==> config.mk <==
export PLATFORM = sky130hd
export DESIGN_NAME = auth_session_budget_guard
export DESIGN_NICKNAME = d
export VERILOG_FILES = /design/src/design/asbg_pkg.sv /design/src/design/asbg_step.sv /design/src/design/auth_session_budget_guard.sv
export SDC_FILE = /design/constraint.sdc
export NUM_CORES = 2
export LEC_CHECK = 0
export BUFFER_PORTS_ARGS = -buffer_cell sky130_fd_sc_hd__buf_2
export CORE_MARGIN = 2
export CORE_UTILIZATION = 50
export DETAILED_ROUTE_END_ITERATION = 16
export PLACE_DENSITY = 0.67
export SLEW_MARGIN = 5
export SYNTH_ARGS = -nofsm -noshare
export SYNTH_HDL_FRONTEND = slang
export SYNTH_SLANG_ARGS = --single-unit
==> constraint.sdc <==
create_clock -name i_clk -period 12.2 [get_ports i_clk]
set_clock_uncertainty 0.05 [all_clocks]
set_input_delay 0 -clock i_clk [delete_from_list [all_inputs] [get_ports i_clk]]
set_output_delay 0 -clock i_clk [all_outputs]
set_load 0.05 [all_outputs]
==> src/design/asbg_pkg.sv <==
// shared types and constants for the authentication session budget guard
package asbg_pkg;

    localparam int unsigned TimeW  = 64;
    localparam int unsigned ByteW  = 64;
    localparam int unsigned CountW = 32;
    localparam int unsigned CfgIdxW  = 3;
    localparam int unsigned CfgDataW = 64;

    localparam logic [CfgIdxW-1:0] CFG_TIMEOUT  = 3'd0;
    localparam logic [CfgIdxW-1:0] CFG_BYTES    = 3'd1;
    localparam logic [CfgIdxW-1:0] CFG_ATTEMPTS = 3'd2;
    localparam logic [CfgIdxW-1:0] CFG_ROUNDS   = 3'd3;
    localparam logic [CfgIdxW-1:0] CFG_MESSAGES = 3'd4;

    localparam logic [TimeW-1:0]  RST_TIMEOUT  = 64'd600000;
    localparam logic [ByteW-1:0]  RST_BYTES    = 64'd262144;
    localparam logic [CountW-1:0] RST_ATTEMPTS = 32'd20;
    localparam logic [CountW-1:0] RST_ROUNDS   = 32'd32;
    localparam logic [CountW-1:0] RST_MESSAGES = 32'd64;

    localparam logic [1:0] REQ_START    = 2'd0;
    localparam logic [1:0] REQ_CHECK    = 2'd1;
    localparam logic [1:0] REQ_RESERVE  = 2'd2;
    localparam logic [1:0] REQ_COMPLETE = 2'd3;

    localparam logic [1:0] KIND_MESSAGE = 2'd0;
    localparam logic [1:0] KIND_ATTEMPT = 2'd1;
    localparam logic [1:0] KIND_ROUND   = 2'd2;
    localparam logic [1:0] KIND_INVALID = 2'd3;

    localparam logic [1:0] DEC_ALLOW      = 2'd0;
    localparam logic [1:0] DEC_DISCONNECT = 2'd1;
    localparam logic [1:0] DEC_IGNORE     = 2'd2;

    localparam logic [2:0] RSN_NONE     = 3'd0;
    localparam logic [2:0] RSN_TIMEOUT  = 3'd1;
    localparam logic [2:0] RSN_ATTEMPTS = 3'd2;
    localparam logic [2:0] RSN_ROUNDS   = 3'd3;
    localparam logic [2:0] RSN_MESSAGES = 3'd4;
    localparam logic [2:0] RSN_BYTES    = 3'd5;

    typedef struct packed {
        logic [TimeW-1:0]  timeout_ms;
        logic [ByteW-1:0]  byte_limit;
        logic [CountW-1:0] attempt_limit;
        logic [CountW-1:0] round_limit;
        logic [CountW-1:0] message_limit;
    } t_cfg;

    typedef struct packed {
        logic              started;
        logic              done;
        logic [2:0]        stored_reason;
        logic [TimeW-1:0]  start_time;
        logic [CountW-1:0] attempt_count;
        logic [CountW-1:0] round_count;
        logic [CountW-1:0] message_count;
        logic [ByteW-1:0]  byte_count;
    } t_state;

    typedef struct packed {
        logic       status;
        logic [1:0] decision;
        logic [2:0] reason;
        logic       complete_ok;
    } t_result;

endpackage

==> src/design/asbg_step.sv <==
// next session state and result for one request
module asbg_step import asbg_pkg::*; (
    input  t_cfg                i_cfg,
    input  t_state              i_state,
    input  logic [1:0]          i_req_type,
    input  logic [1:0]          i_event_kind,
    input  logic [ByteW-1:0]    i_message_bytes,
    input  logic [TimeW-1:0]    i_now_ms,
    output t_state              o_state,
    output t_result             o_result
);

    function automatic logic [2:0] count_reason(
        input t_cfg              cfg,
        input logic [CountW-1:0] attempts,
        input logic [CountW-1:0] rounds,
        input logic [CountW-1:0] messages,
        input logic [ByteW-1:0]  bytes
    );
        logic [2:0] r;
        r = RSN_NONE;
        if (cfg.attempt_limit != '0 && attempts > cfg.attempt_limit) begin
            r = RSN_ATTEMPTS;
        end else if (cfg.round_limit != '0 && rounds > cfg.round_limit) begin
            r = RSN_ROUNDS;
        end else if (cfg.message_limit != '0 && messages > cfg.message_limit) begin
            r = RSN_MESSAGES;
        end else if (cfg.byte_limit != '0 && bytes > cfg.byte_limit) begin
            r = RSN_BYTES;
        end
        return r;
    endfunction

    function automatic logic [CountW-1:0] inc_sat(input logic [CountW-1:0] v);
        return (&v) ? v : v + 1'b1;
    endfunction

    logic [TimeW-1:0]  elapsed;
    logic              timeout_hit;
    logic [2:0]        pre_reason;
    logic [2:0]        post_reason;
    logic [ByteW:0]    byte_sum;
    logic [ByteW-1:0]  bytes_sat;
    logic [CountW-1:0] msg_inc;
    logic [CountW-1:0] att_inc;
    logic [CountW-1:0] rnd_inc;

    assign elapsed     = (i_now_ms >= i_state.start_time) ? i_now_ms - i_state.start_time : '0;
    assign timeout_hit = (i_cfg.timeout_ms != '0) && (elapsed >= i_cfg.timeout_ms);

    always_comb begin
        if (i_state.stored_reason != RSN_NONE) begin
            pre_reason = i_state.stored_reason;
        end else if (timeout_hit) begin
            pre_reason = RSN_TIMEOUT;
        end else begin
            pre_reason = count_reason(i_cfg, i_state.attempt_count, i_state.round_count,
                                      i_state.message_count, i_state.byte_count);
        end
    end

    // saturating counter updates for a reserve
    assign byte_sum  = {1'b0, i_state.byte_count} + {1'b0, i_message_bytes};
    assign bytes_sat = byte_sum[ByteW] ? '1 : byte_sum[ByteW-1:0];
    assign msg_inc   = inc_sat(i_state.message_count);
    assign att_inc   = (i_event_kind == KIND_ATTEMPT) ? inc_sat(i_state.attempt_count)
                                                      : i_state.attempt_count;
    assign rnd_inc   = (i_event_kind == KIND_ROUND) ? inc_sat(i_state.round_count)
                                                    : i_state.round_count;
    // timeout already ruled out when the reserve goes ahead
    assign post_reason = count_reason(i_cfg, att_inc, rnd_inc, msg_inc, bytes_sat);

    always_comb begin
        o_state              = i_state;
        o_result.status      = 1'b0;
        o_result.decision    = DEC_ALLOW;
        o_result.complete_ok = 1'b0;
        if (i_req_type == REQ_START) begin
            o_state.started       = 1'b1;
            o_state.done          = 1'b0;
            o_state.stored_reason = RSN_NONE;
            o_state.start_time    = i_now_ms;
            o_state.attempt_count = '0;
            o_state.round_count   = '0;
            o_state.message_count = '0;
            o_state.byte_count    = '0;
        end else if (!i_state.started
                     || (i_req_type == REQ_RESERVE && i_event_kind == KIND_INVALID)) begin
            o_result.status = 1'b1;
        end else if (i_req_type == REQ_COMPLETE) begin
            if (i_state.stored_reason == RSN_NONE) begin
                o_state.done         = 1'b1;
                o_result.complete_ok = 1'b1;
            end
        end else if (i_state.done) begin
            o_result.decision = DEC_IGNORE;
        end else if (pre_reason != RSN_NONE) begin
            o_state.stored_reason = pre_reason;
            o_result.decision     = DEC_DISCONNECT;
        end else if (i_req_type == REQ_RESERVE) begin
            o_state.message_count = msg_inc;
            o_state.byte_count    = bytes_sat;
            o_state.attempt_count = att_inc;
            o_state.round_count   = rnd_inc;
            o_state.stored_reason = post_reason;
            o_result.decision     = (post_reason != RSN_NONE) ? DEC_DISCONNECT : DEC_ALLOW;
        end
        o_result.reason = o_state.stored_reason;
    end

endmodule

==> src/design/auth_session_budget_guard.sv <==
// top level of the authentication session budget guard
// each accepted item's result is registered into the output register, or into the skid register while a result waits
// throughput: one item per cycle; while a result waits one more item goes to a skid register,
// then the input stalls until the skid register has moved into the output register
// the session state updates in the same cycle as the item, so the next item sees it at once
// reset: synchronous active low; limits return to defaults, session not started, outputs empty
module auth_session_budget_guard import asbg_pkg::*; (
    input  logic                i_clk,
    input  logic                i_rst_n,
    input  logic                i_cfg_wr_en,
    input  logic [CfgIdxW-1:0]  i_cfg_index,
    input  logic [CfgDataW-1:0] i_cfg_data,
    input  logic                i_valid,
    output logic                o_stall,
    input  logic [1:0]          i_req_type,
    input  logic [1:0]          i_event_kind,
    input  logic [ByteW-1:0]    i_message_bytes,
    input  logic [TimeW-1:0]    i_now_ms,
    output logic                o_valid,
    input  logic                i_stall,
    output logic                o_status,
    output logic [1:0]          o_decision,
    output logic [2:0]          o_reason,
    output logic                o_complete_ok
);

    t_cfg    r_cfg;
    t_state  r_state;
    t_state  n_state;
    t_result n_result;
    t_result r_out;
    t_result r_skid;
    logic    r_out_valid;
    logic    r_skid_valid;
    logic    in_fire;
    logic    out_fire;

    asbg_step u_step (
        .i_cfg           (r_cfg),
        .i_state         (r_state),
        .i_req_type      (i_req_type),
        .i_event_kind    (i_event_kind),
        .i_message_bytes (i_message_bytes),
        .i_now_ms        (i_now_ms),
        .o_state         (n_state),
        .o_result        (n_result)
    );

    assign o_stall  = r_skid_valid;
    assign in_fire  = i_valid && !r_skid_valid;
    assign out_fire = r_out_valid && !i_stall;

    always_ff @(posedge i_clk) begin
        if (!i_rst_n) begin
            r_cfg.timeout_ms    <= RST_TIMEOUT;
            r_cfg.byte_limit    <= RST_BYTES;
            r_cfg.attempt_limit <= RST_ATTEMPTS;
            r_cfg.round_limit   <= RST_ROUNDS;
            r_cfg.message_limit <= RST_MESSAGES;
        end else if (i_cfg_wr_en) begin
            case (i_cfg_index)
                CFG_TIMEOUT:  r_cfg.timeout_ms    <= i_cfg_data;
                CFG_BYTES:    r_cfg.byte_limit    <= i_cfg_data;
                CFG_ATTEMPTS: r_cfg.attempt_limit <= i_cfg_data[CountW-1:0];
                CFG_ROUNDS:   r_cfg.round_limit   <= i_cfg_data[CountW-1:0];
                CFG_MESSAGES: r_cfg.message_limit <= i_cfg_data[CountW-1:0];
                default: ;
            endcase
        end
    end

    always_ff @(posedge i_clk) begin
        if (!i_rst_n) begin
            r_state <= '0;
        end else if (in_fire) begin
            r_state <= n_state;
        end
    end

    always_ff @(posedge i_clk) begin
        if (!i_rst_n) begin
            r_out_valid  <= 1'b0;
            r_skid_valid <= 1'b0;
        end else if (!r_out_valid || out_fire) begin
            if (r_skid_valid) begin
                r_out        <= r_skid;
                r_out_valid  <= 1'b1;
                r_skid_valid <= 1'b0;
            end else begin
                r_out_valid <= in_fire;
                if (in_fire) begin
                    r_out <= n_result;
                end
            end
        end else if (in_fire) begin
            r_skid       <= n_result;
            r_skid_valid <= 1'b1;
        end
    end

    assign o_valid       = r_out_valid;
    assign o_status      = r_out.status;
    assign o_decision    = r_out.decision;
    assign o_reason      = r_out.reason;
    assign o_complete_ok = r_out.complete_ok;

    a_skid_needs_out: assert property (@(posedge i_clk) disable iff (!i_rst_n)
        r_skid_valid |-> r_out_valid)
        else $error("skid entry held with empty output register");

    a_done_no_reason: assert property (@(posedge i_clk) disable iff (!i_rst_n)
        r_state.done |-> (r_state.stored_reason == RSN_NONE && r_state.started))
        else $error("complete session carries a reason or was never started");

    a_reason_needs_start: assert property (@(posedge i_clk) disable iff (!i_rst_n)
        (r_state.stored_reason != RSN_NONE) |-> r_state.started)
        else $error("reason stored without a session");

    a_reason_sticky: assert property (@(posedge i_clk) disable iff (!i_rst_n)
        (in_fire && i_req_type != REQ_START && r_state.stored_reason != RSN_NONE)
        |=> $stable(r_state.stored_reason))
        else $error("stored reason changed without a start");

    a_complete_ok_clean: assert property (@(posedge i_clk) disable iff (!i_rst_n)
        (r_out_valid && r_out.complete_ok) |-> (r_out.reason == RSN_NONE && !r_out.status))
        else $error("complete accepted with a reason or an error");

endmodule

==> impl_results.md <==
* Outcome: finished, final reports clean
* Synthesized-area fraction occupied by ao, oa, aoi and oai cells at 0.222
* Total die area at roughly 76,000 um2
* Final number of setup-violating endpoints at 0
* Net count reported at finish at just under 6,000
* Summed instance area of the synthesized netlist at 36,800 um2
* Avg Inst Size Synth at around 7.4 um2
* CTS Hold Buffers Added at 150
* Worst-Skew Late Latency at about 630 ps
* Standby leakage power at between 0.015 and 0.02 uW
* Post-synthesis register bit count at around 470
* Count of flip-flops with a built-in enable after synthesis at 14
* Layout Area Growth over Synthesis at 13.3%
* Fmax at about 0.13 GHz
* Arrival time worst endpoint at ~8400 ps
* Ranking of synthesized cells by area: sky130_fd_sc_hd__dfxtp_1 (25%), sky130_fd_sc_hd__ha_1 (18%), sky130_fd_sc_hd__a21oi_1 (9.3%)
* Post-Synth Adder-Cell Area at 0.177
* Clock root buffer: sky130_fd_sc_hd__clkbuf_16
* Slowest stage delay, CP at roughly 600 ps
* Power share of the clock group at 0.404
* Largest fanout on the critical path at 57
* Post-synth top area share at 0.248
* Crit Path Category: reg -> reg
* Logic depth of the worst register-to-register path at 28
* Most common flop cell mapped by yosys: sky130_fd_sc_hd__dfxtp_1
* Switching power at around 1300 uW
* Die extent in x at 275 um
* Worst r2r src: r_state[160]$_SDFFE_PN0P_
* Combinational Power Share at 0.220
* Hold Startpoint: i_message_bytes[11]
* Reg2Reg Setup Slack at 4320 ps
* Drt first pass iters at 5
* Number of synthesis warnings at 0
* Largest net degree at the start of global routing at ~160
* Slew Limit Headroom at 0.250
* Post-synthesis cell type count at ~80
* PnR worst setup slack at between 4000 and 5000 ps
* Min-Delay Path Depth at 6
* PwrDens at roughly 100 nW/um2
* First-iteration detailed-routing DRC count at 3,188
* Floorplan die height at 275 um
* Dominant combinational cell family by area after synthesis: simple AND/OR/NAND/NOR gates
* Actual transition at the worst max-transition pin at 1130 ps
* Maximum clock path buffer count at 3
* Share of synthesized area spent on multiplexers at 0.00269
* Overflow left after global routing at 0
* Max-slew violation count at 0
* Clock period minus worst slack at around 8000 ps
* Cells after Synth at roughly 4,900
* Worst Setup End Kind: register
* WHS Endpoint: r_state[11]$_SDFFE_PN0P_
* Internal power at between 2000 and 3000 uW
* Antenna violations before repair at 5
* Worst Hold Class: in -> reg
* Number of max-capacitance violations reported at 0
* Starting density of the core at 0.505
* FF-to-FF End: r_state[0]$_SDFFE_PN0P_
* Boundary pin count at roughly 210
* Part of the Yosys area used for sequential elements at 0.259
* Xor and xnor fraction of the mapped netlist area at 0.0467
* Final setup TNS at 0 ps
* Required @ worst endpoint at ~13,000 ps
* Sequential share of power at 0.376
* Clock tree from TritonCTS: done
* Port Buffers at between 200 and 250
* Placement row count at 99
* Share of layout cells above drive strength 1 at 0.0703
* Remaining antenna violation count after routing at 0
* Dpl ws at between 4000 and 5000 ps
* Standard cell core area at 72,800 um2
* Final Hold Violating Endpoints at 0
* Final Routed Wirelength at 121 mm
* Cell type of the slowest stage on the worst timing path: sky130_fd_sc_hd__buf_4
* Post-synth ARST share at 0
* Ratio of routed vias to standard cells at about 5.9
* GP Congestion at 0.941
* Routed length per placed instance at ~20 um
* Final worst path period share at 0.646
* Largest area contributor in the netlist: sky130_fd_sc_hd__dfxtp_1
* Simple-gate share of the synthesized area at 0.230
* CTS H-tree depth at 2
* RSZ-0062 raised after global routing: no
* Vias at 36,400
* Fill cell count at 6,924
* # resized after CTS at 0
* Half-perimeter wire length after placement at between 80 and 90 mm
* Post-synth net total at between 5,000 and 6,000
* Net Sw Frac at 0.308
* Wire length of the first global-routing pass at ~190 mm
* Worst ir drop on vdd at about 0.12 mV
* Number of sinks on the clock net at 469
* Clock edge transition at the registers on the reported setup and hold paths at approximately 60 ps
* TritonCTS Buffers at 53
* Count of unresolved DRC violations after routing at 0
* Setup crit start kind: register
* Overall track demand over capacity in global routing at 0.309
* Buffers inserted by post-CTS timing repair at 0
* Number of global-route vias before repair at 33,100
[worst max-delay path: cells and delay by family (launching register included)]
kind | cells | cell delay, ps
AND/OR/NAND/NOR | 6 | 1290
adder cells (fa/ha/maj) | 3 | 890
flip-flops | 1 | 330
AO/OA/AOI/OAI | 15 | 3610
buffers and inverters | 4 | 1550
[flip-flops by register name, summed over array words and instances, names as in the netlist]
register	flops
o_status	1
r_state	229
o_reason	3
o_decision	2
r_skid	7
o_valid	1
r_cfg	224
o_stall	1
o_complete_ok	1
[power by group through the flow]
stage	combinational (uW)	clock, uW	sequential (uW)
finish	937	1720	1600
global route	1030	1800	1600
CTS	920	1740	1600
detailed placement	876	0	1630
global placement	869	0	1630
floorplan	604	0	1620
[through the flow]
step / power (uW) / cell area (um2) / hold slack (ps) / instances / util
after global routing: 4430 / 41700 / 60.8 / 6169 / 0.572
after floorplan: 2230 / 36800 / 86.0 / 4948 / -
after detailed placement: 2510 / 38400 / 211 / 5923 / 0.527
after global placement: 2500 / 38400 / 207 / 5923 / 0.527
after CTS: 4250 / 41700 / 6.46 / 6168 / 0.572
final: 4250 / 41700 / 30.0 / 6169 / 0.572
[cell usage in the layout (no fill, tap or decap), types with 14 or more instances in the layout]
master / instances
sky130_fd_sc_hd__nand2_1: 873
sky130_fd_sc_hd__a21oi_1: 685
sky130_fd_sc_hd__ha_1: 517
sky130_fd_sc_hd__dfxtp_1: 455
sky130_fd_sc_hd__inv_1: 361
sky130_fd_sc_hd__nor2_1: 290
sky130_fd_sc_hd__buf_2: 212
sky130_fd_sc_hd__o21ai_0: 182
sky130_fd_sc_hd__a21o_1: 160
sky130_fd_sc_hd__dlygate4sd3_1: 150
sky130_fd_sc_hd__nand4_1: 130
sky130_fd_sc_hd__xnor2_1: 124
sky130_fd_sc_hd__nand3_1: 103
sky130_fd_sc_hd__nor4_1: 75
sky130_fd_sc_hd__xor2_1: 72
sky130_fd_sc_hd__clkbuf_16: 54
sky130_fd_sc_hd__nor3b_1: 53
sky130_fd_sc_hd__and3_1: 52
sky130_fd_sc_hd__nor3_1: 46
sky130_fd_sc_hd__o211ai_1: 44
sky130_fd_sc_hd__nand2b_1: 42
sky130_fd_sc_hd__a211oi_1: 39
sky130_fd_sc_hd__o21bai_1: 32
sky130_fd_sc_hd__o21a_1: 31
sky130_fd_sc_hd__nor2b_1: 28
sky130_fd_sc_hd__a31oi_1: 28
sky130_fd_sc_hd__and2_1: 26
sky130_fd_sc_hd__and4_1: 24
sky130_fd_sc_hd__buf_4: 24
sky130_fd_sc_hd__or3_1: 21
sky130_fd_sc_hd__a22o_1: 20
sky130_fd_sc_hd__a22oi_1: 18
sky130_fd_sc_hd__o31ai_1: 16
sky130_fd_sc_hd__nand3b_1: 16
sky130_fd_sc_hd__edfxtp_1: 14
[cells by family (layout without fill, tap and decap cells)]
family                   count (synthesis)  count (layout)
AO/OA/AOI/OAI                         1358            1358
XOR/XNOR                               196             196
adder cells (fa/ha/maj)                520             520
buffers and inverters                  582             843
flip-flops                             469             469
multiplexers                             9               9
other                                    0               1
AND/OR/NAND/NOR                       1814            1814
[synthesized netlist by cell type, drive strengths merged, types with 33 or more instances]
master	instances
a21o	160
a211oi	39
nor3	47
nand3	103
nor3b	53
nand2b	42
a21oi	685
dfxtp	455
buf	54
nor2	295
o21bai	33
nand2	876
xor2	72
nor4	75
and3	52
ha	518
xnor2	124
o21ai	184
clkbuf	166
o211ai	44
inv	362
nand4	130
[how the worst max path moves through the flow]
stage                                          from                        end  slack [ps]  cells past startpoint
after floorplan           r_state[160]$_SDFFE_PN0P_  r_state[130]$_SDFFE_PN0P_        6580                     30
after global placement    r_state[160]$_SDFFE_PN0P_    r_state[0]$_SDFFE_PN0P_        4370                     28
after detailed placement  r_state[160]$_SDFFE_PN0P_    r_state[0]$_SDFFE_PN0P_        4320                     28
after CTS                 r_state[160]$_SDFFE_PN0P_    r_state[0]$_SDFFE_PN0P_        4280                     28
after global routing      r_state[160]$_SDFFE_PN0P_   r_state[58]$_SDFFE_PN0P_        3700                     29
final                     r_state[160]$_SDFFE_PN0P_    r_state[0]$_SDFFE_PN0P_        4320                     28
[layout make-up]
class / count / area (um2) / share of cell area
inverters: 362 / 1370 / 0.0328
repair buffers: 386 / 2740 / 0.0658
well taps: 959 / 1200 / 0.0288
flip-flops and latches: 469 / 9530 / 0.229
multi-input cells: 3897 / 25000 / 0.600
diodes: 1 / 2.50 / 0.0000600
clock inverters: 27 / 353 / 0.00846
clock buffers: 68 / 1470 / 0.0354
[layer usage]
layer  global-route usage  vias up  share of wire
met5                    0        -        0.00034
met4                0.106        6          0.036
met3               0.0353      195          0.074
li1                     -    17900              -
met2                0.473     1245           0.43
met1                0.447    17000           0.46
No activity file was read; power rests on OpenSTA's default activity.
